<file path="config.mk">
export PLATFORM = sky130hd
export DESIGN_NAME = irnb_ratio
export DESIGN_NICKNAME = d
export VERILOG_FILES = /design/src/irnb_pkg.sv /design/src/irnb_ratio.sv
export SDC_FILE = /design/constraint.sdc
export NUM_CORES = 1
export LEC_CHECK = 0
export CAP_MARGIN = 20
export CORE_MARGIN = 2
export CORE_UTILIZATION = 57
export DETAILED_ROUTE_END_ITERATION = 16
export DONT_BUFFER_PORTS = 1
export PLACE_DENSITY = 0.86
export SYNTH_ARGS = -nofsm -noshare
export SYNTH_HDL_FRONTEND = slang
export SYNTH_SLANG_ARGS = --single-unit
export TNS_END_PERCENT = 20
</file>
<file path="constraint.sdc">
create_clock -name clk -period 4.35 [get_ports clk]
set_input_delay 0.87 -clock clk [delete_from_list [all_inputs] [get_ports clk]]
set_output_delay 0.87 -clock clk [all_outputs]
set_load 0.03 [all_outputs]
</file>
<file path="src/irnb_pkg.sv">
// ----------------------------------------------------------------------------
// irnb_pkg
// Shared types and codes for the nearest / bilinear image scaler.
// ----------------------------------------------------------------------------
package irnb_pkg;

  // configuration register field widths, fixed by the register map
  localparam int SRC_DIM_BITS = 9;
  localparam int DST_DIM_BITS = 13;
  localparam int CFG_DATA_BITS = 13;
  localparam int CFG_INDEX_BITS = 3;
  localparam int COORD_BITS = 12;
  localparam int RATIO_BITS = 24;
  localparam int FRAC_BITS = 16;

  // configuration register indexes
  typedef enum logic [CFG_INDEX_BITS-1:0] {
    CFG_SRC_WIDTH  = 3'd0,
    CFG_SRC_HEIGHT = 3'd1,
    CFG_DST_WIDTH  = 3'd2,
    CFG_DST_HEIGHT = 3'd3,
    CFG_SCALE_MODE = 3'd4
  } cfg_index_t;

  // request action codes
  typedef enum logic {
    ACT_LOAD    = 1'b0,
    ACT_PRODUCE = 1'b1
  } action_t;

  // scale mode codes
  typedef enum logic {
    MODE_NEAREST  = 1'b0,
    MODE_BILINEAR = 1'b1
  } scale_mode_t;

  // input request payload
  typedef struct packed {
    logic                  action;
    logic [COORD_BITS-1:0] pixel_x;
    logic [COORD_BITS-1:0] pixel_y;
    logic [7:0]            in_red;
    logic [7:0]            in_green;
    logic [7:0]            in_blue;
    logic [7:0]            in_alpha;
  } in_t;

  // result payload
  typedef struct packed {
    logic [COORD_BITS-1:0] out_x;
    logic [COORD_BITS-1:0] out_y;
    logic [7:0]            out_red;
    logic [7:0]            out_green;
    logic [7:0]            out_blue;
    logic [7:0]            out_alpha;
    logic                  out_of_range;
  } out_t;

  // image dimensions handed to the ratio divider
  typedef struct packed {
    logic [SRC_DIM_BITS-1:0] src_width;
    logic [SRC_DIM_BITS-1:0] src_height;
    logic [DST_DIM_BITS-1:0] dst_width;
    logic [DST_DIM_BITS-1:0] dst_height;
  } dims_t;

endpackage

</file>
<file path="src/irnb_ratio.sv">
// ----------------------------------------------------------------------------
// irnb_ratio
// Radix-2 restoring divider computing both 8.16 scale ratios, one quotient
// bit per cycle, horizontal axis first and then vertical.
// ----------------------------------------------------------------------------
module irnb_ratio (
  input  logic                                 clk,
  input  logic                                 rst_n,
  input  logic                                 start,
  input  irnb_pkg::dims_t                      dims,
  output logic [irnb_pkg::RATIO_BITS-1:0]      ratio_h,
  output logic [irnb_pkg::RATIO_BITS-1:0]      ratio_v,
  output logic                                 busy
);
  import irnb_pkg::*;

  localparam int QUO_BITS = SRC_DIM_BITS + FRAC_BITS;
  localparam int CNT_BITS = $clog2(QUO_BITS);

  typedef enum logic [2:0] {
    ST_IDLE = 3'b001,
    ST_HORZ = 3'b010,
    ST_VERT = 3'b100
  } div_state_t;

  div_state_t                state_r, state_nxt;
  logic [QUO_BITS-1:0]       quo_r, quo_nxt;
  logic [DST_DIM_BITS-1:0]   rem_r, rem_nxt;
  logic [CNT_BITS-1:0]       cnt_r, cnt_nxt;
  logic [RATIO_BITS-1:0]     ratio_h_r, ratio_h_nxt;
  logic [RATIO_BITS-1:0]     ratio_v_r, ratio_v_nxt;

  logic [DST_DIM_BITS-1:0]   divisor;
  logic [DST_DIM_BITS:0]     trial;
  logic                      ge;
  logic [QUO_BITS-1:0]       step_quo;
  logic [DST_DIM_BITS-1:0]   step_rem;
  logic [RATIO_BITS-1:0]     sat_quo;
  logic                      last_step;

  // one restoring step
  always_comb begin
    divisor   = state_r == ST_VERT ? dims.dst_height : dims.dst_width;
    trial     = {rem_r, quo_r[QUO_BITS-1]};
    ge        = trial >= {1'b0, divisor};
    step_rem  = ge ? DST_DIM_BITS'(trial - {1'b0, divisor}) : trial[DST_DIM_BITS-1:0];
    step_quo  = {quo_r[QUO_BITS-2:0], ge};
    sat_quo   = step_quo[QUO_BITS-1:RATIO_BITS] != '0 ? '1 : step_quo[RATIO_BITS-1:0];
    last_step = cnt_r == CNT_BITS'(QUO_BITS - 1);
  end

  // sequencer
  always_comb begin
    state_nxt   = state_r;
    quo_nxt     = quo_r;
    rem_nxt     = rem_r;
    cnt_nxt     = cnt_r;
    ratio_h_nxt = ratio_h_r;
    ratio_v_nxt = ratio_v_r;
    unique case (state_r)
      ST_IDLE: begin
        if (start) begin
          quo_nxt   = {dims.src_width, {FRAC_BITS{1'b0}}};
          rem_nxt   = '0;
          cnt_nxt   = '0;
          state_nxt = ST_HORZ;
        end
      end
      ST_HORZ: begin
        quo_nxt = step_quo;
        rem_nxt = step_rem;
        cnt_nxt = cnt_r + 1'b1;
        if (last_step) begin
          ratio_h_nxt = sat_quo;
          quo_nxt     = {dims.src_height, {FRAC_BITS{1'b0}}};
          rem_nxt     = '0;
          cnt_nxt     = '0;
          state_nxt   = ST_VERT;
        end
      end
      ST_VERT: begin
        quo_nxt = step_quo;
        rem_nxt = step_rem;
        cnt_nxt = cnt_r + 1'b1;
        if (last_step) begin
          ratio_v_nxt = sat_quo;
          state_nxt   = ST_IDLE;
        end
      end
      default: begin
        state_nxt = ST_IDLE;
      end
    endcase
  end

  always_ff @(posedge clk) begin
    if (!rst_n) begin
      state_r <= ST_IDLE;
    end else begin
      state_r <= state_nxt;
    end
    quo_r     <= quo_nxt;
    rem_r     <= rem_nxt;
    cnt_r     <= cnt_nxt;
    ratio_h_r <= ratio_h_nxt;
    ratio_v_r <= ratio_v_nxt;
  end

  assign ratio_h = ratio_h_r;
  assign ratio_v = ratio_v_r;
  assign busy    = state_r != ST_IDLE;

endmodule

</file>
Word level (Yosys, flattened, before mapping) --
Index checks and enable logic that the tools add are counted.
Storage, ports and cells: output and inout port bits 49, input port bits 47, word-level logic and storage cells 38, register bits 94
Operators by class: mux-type cells 16, $add $sub $neg 2, magnitude comparators 1, reduce and logical (&&, ||, !) cells 5, equality and inequality tests 8
Operator list (number):
- one-hot mux 25 bit (3 select lines) | 1
- two-way mux 13 bit | 4
- two-way mux 25 bit | 2
- one-hot mux 13 bit (3 select lines) | 1
- two-way mux 24 bit | 1
- one-hot mux 5 bit (3 select lines) | 1
- >= comparator 14 x 13 -> 1 bit | 1
- subtractor 13 bit | 1
- two-way mux 5 bit | 2
- two-way mux 3 bit | 3
- one-hot mux 3 bit (3 select lines) | 1
- inequality test 2 bit, second input constant | 3
- AND reduction 2 bit | 3
- adder 5 x 1 -> 5 bit, second input constant | 1
- equality test 5 bit, second input constant | 1
- equality test 3 x 1 -> 1 bit, second input constant | 1
- equality test 3 x 2 -> 1 bit, second input constant | 1
- equality test 3 bit, second input constant | 1
- inequality test 3 x 1 -> 1 bit, second input constant | 1
- AND reduction 3 bit | 1
- nonzero test 3 bit | 1

Logic depth before layout (Yosys ltp) --
depth in word-level cells 6, depth in mapped cells 11, mapped depth without buffers 10

Worst setup path before layout --
Ideal clock, no wire load.
path kind reg2reg, from register state_r[0], to register cnt_r[0] (enable), arrival 4.068 ns, cell stages (with the launch flop) 3, path slack -0.221 ns, period minus slack after synthesis 4.571 ns, library setup time 0.503 ns, cells stage by stage dfxtp_1 or3b_2 o21ai_0
Between the ends: word-level cells in the longest chain between the ends 3, elaborated cells between the ends (all ways) 6
Ends and longest elaborated chain:
- start: declaration | line irnb_ratio.sv:26 | div_state_t state_r, state_nxt;
- start signal: assignment | line irnb_ratio.sv:100 | state_r <= state_nxt;
- equality test 3 x 1 -> 1 bit (tied with other cells) | line irnb_ratio.sv:60 | unique case (state_r)
- inequality test 2 bit (no line) / nonzero test 3 bit (equally long branches)
- AND reduction 2 bit (no line) *
- end signal: assignment | line irnb_ratio.sv:104 | cnt_r <= cnt_nxt;
- end: declaration | line irnb_ratio.sv:29 | logic [CNT_BITS-1:0] cnt_r, cnt_nxt;
Mark *: on every way between the ends. The rest lies on a longest branch, timed or not. A chain may end at the register's enable or synchronous reset.

Final worst setup path --
from register state_r[2], to register rem_r[8] (data pin)
Between the ends: word-level cells in the longest chain between the ends 6, elaborated cells between the ends (all ways) 9
Ends and longest elaborated chain:
- equality test 3 bit | line irnb_ratio.sv:43, irnb_ratio.sv:60
- two-way mux 13 bit | line irnb_ratio.sv:43 | divisor = state_r == ST_VERT ? dims.dst_height : dims.dst_width;
- subtractor 13 bit / >= comparator 14 x 13 -> 1 bit (equally long branches) | line irnb_ratio.sv:46, irnb_ratio.sv:45
- two-way mux 13 bit | line irnb_ratio.sv:46 | step_rem = ge ? DST_DIM_BITS'(trial - {1'b0, divisor}) : trial[DST_DIM_BITS-1:0];
- two-way mux 13 bit | line irnb_ratio.sv:73 | if (last_step) begin
- one-hot mux 13 bit (3 select lines) * | line irnb_ratio.sv:60
- named net rem_nxt[8] | line irnb_ratio.sv:28 | logic [DST_DIM_BITS-1:0] rem_r, rem_nxt;
- end signal: assignment | line irnb_ratio.sv:103 | rem_r <= rem_nxt;
- end: declaration | line irnb_ratio.sv:28
The timed path passes the listed nets; every way through them passes the cells marked *.

==> summary.md <==
| Metric | Value |
|---|---|
| Layout cells sized above 1 | 18.2% |
| Crit path kind | reg2reg |
| Fin Clk Skew | 0.0136 ns |
| Synth cell types | 49 |
| RSZ-0062 raised after global routing | false |
| Synthesized net count | 402 |
| Dpl hpwl | 5700 um |
| Post-cts repair resize count | 0 |
| Die area | 8630 sq um |
| Leakage | 1.72 nW |
| DP Area | 4630 sq um |
| Critical-path cell with the highest stage delay | o211ai_4 |
| Final setup fails | 0 |
| Max_cap viols | 0 |
| Power per Cell Area | 398 nW/um^2 |
| Cell mode on critical path | a21oi_2 |
| Pre-Repair DR Iteration Count | 5 |
| First-pass GRT wire length | 12,900 um |
| WHS | 0.547 ns |
| DR vias | 2,648 |
| Fillcell total | 588 |
| Worst Hold Class | reg2reg |
| Setup TNS | 0 ns |
| Average wire per standard cell | 18.3 um |
| GRT Residual Overflow | 0 |
| Fin nets | 405 |
| CTS Hold Bufs | 0 |
| Crit path max fanout | 17 |
| CTS buffer count | 9 |
| # diodes | 0 |
| Std-Cell Rows | 32 |
| Synth area leader | edfxtp_1 |
| Layout overhead on the synthesized area | 7.69% |
| Status | finished, final reports clean |
| Max stage delay on crit path | 0.55 ns |
| Register area share after synthesis | 62.0% |
| Max Clk Rate | 286 MHz |
| Skew-Pair Late Insertion Delay | 0.36 ns |
| Port buffer count | 0 |
| Routed Antenna Nets | 0 |
| Post-CTS Setup Bufs | 0 |
| Largest net degree at the start of global routing | 44 |
| CTS tree | yes |
| Least-Margin Pin Slew | 1.07 ns |
| Total GRT Usage | 19.7% |
| Signal arrival time at the worst endpoint | 3.57 ns |
| Number of synthesized register bits | 94 |
| Post-synth EDFFs | 91 |
| Initial core utilization | 58.6% |
| Vias/cell | 5.90 |
| Shortest period the worst path allows | 3.49 ns |
| Antenna violations before repair | 0 |
| Max IR drop VDD | 0.186 mV |
| Commonest non-fill, non-tap cells in the layout | edfxtp_1, nor2_1, or2_2 |
| H-Tree Depth | 3 |
| Worst path required time | 4.42 ns |
| Final core utilization | 63.1% |
| DRC | 0 |
| Io pins | 96 |
| Core box area | 7690 sq um |
| CTS clk-pin slew, worst paths | 0.09 ns |
| Global placement routability congestion | 0.804 |
| Final worst path period share | 80.3% |
| Worst R2R Setup Slack | 0.86 ns |
| YS warnings | 0 |
| Cells after Synth | 339 |
| Fin. Hold Viols | 0 |
| Critical path endpoint category | flop |
| Critical-path cell list | nor3b_4, mux2_2, ha_1, fa_1, nand2b_1, a21oi_2, a21oi_2, o211ai_4, mux2i_1, nor2_1 |
| Synth top area share | 60.6% |
| Die X | 92.9 um |
| Synth top area cells | edfxtp_1, ha_1, mux2i_1 |
| Clock sinks | 94 |
| Fin. max-slew vios | 0 |
| Final wirelength | 8230 um |
| Max clock buf depth | 2 |
| Pre-CTS setup slack | 0.857 ns |
| Main synth FF type | edfxtp_1 |
| Pwr Total | 1.93 mW |
| Finished layout cell area | 4850 sq um |
| Die extent in y | 92.9 um |
| Placed insts | 433 |
| Iter 0 DRT Violations | 226 |
| Final setup margin | 0.856 ns |
| Commonest non-fill, non-tap cell in the layout | edfxtp_1 |
| Root Driver | clkbuf_8 |
| Mean Syn Cell Area | 13.3 sq um |
| Worst Setup Start Kind | flop |
| Ys async rst share | 0% |
| Non-filler cells, final | 449 |
| Mapped Area | 4510 sq um |
| Number of global-route vias before repair | 2,513 |
| Slew HR | 28.7% |
==> logic make-up after synthesis <==
logic type,Yosys count,share of synthesized area (%)
and+or+nand+nor,104,13.1
DFF,94,62.0
buffers and inverters,33,2.97
adders and majority gates,16,4.61
muxes,20,4.50
xor gates and xnor gates,11,2.14
AOI/OAI and AO/OA,61,10.7
==> cell type report <==
| class | count | area (sq um) | share of cell area, % |
|---|---|---|---|
| flip-flops and latches | 94 | 2790 | 57.5 |
| inverters | 21 | 78.8 | 1.62 |
| repair buffers | 4 | 30.0 | 0.619 |
| clock buffers | 9 | 124 | 2.55 |
| well taps | 102 | 128 | 2.63 |
| multi-input cells | 212 | 1600 | 32.9 |
| clock inverters | 7 | 101 | 2.09 |
==> where the power goes <==
part	leakage (nW)	switching (mW)	internal [mW]
combinational	0.733	0.136	0.0922
sequential	0.875	0.0261	1.04
clock	0.112	0.312	0.331
==> state kept, by name, indices dropped and copies added (netlist names) <==
name,count
ratio_h,24
rem_r,13
cnt_r,5
ratio_v,24
quo_r,25
state_r,3
==> worst paths after layout <==
check                                 from          to  depth (start not counted)
worst max register to register  state_r[2]    rem_r[8]                         10
worst min-delay path              quo_r[5]  ratio_h[6]                          1
worst max-delay path            state_r[2]    rem_r[8]                         10
worst min register to register    quo_r[5]  ratio_h[6]                          1
==> metal layers <==
| layer | part of all wire, % | GRT usage, % | up-vias |
|---|---|---|---|
| li1 | - | - | 1273 |
| met1 | 43 | 25.6 | 1266 |
| met2 | 49 | 32.4 | 92 |
| met3 | 5.7 | 3.74 | 17 |
| met4 | 2.4 | 8.58 | 0 |
| met5 | 0 | 0 | - |
==> cells in the mapped netlist, drive strengths merged, types with 4 or more instances <==
master / n
xnor2: 6
o21ai: 8
mux2i: 18
edfxtp: 91
nand3: 5
a21o: 4
o2111ai: 4
inv: 21
nand2: 8
xor2: 5
clkbuf: 9
ha: 15
a222oi: 9
a31oi: 4
a21oi: 16
nand2b: 7
and2: 19
or2: 25
nor2: 28
==> critical path, delay by kind of cell, from the launching register on <==
family	cells	cell delay (ns)
fa+ha+maj	2	0.60
mux	2	0.64
simple gates	3	0.57
compound gates	3	0.95
flops	1	0.45
(Power assumes the default switching activity.)
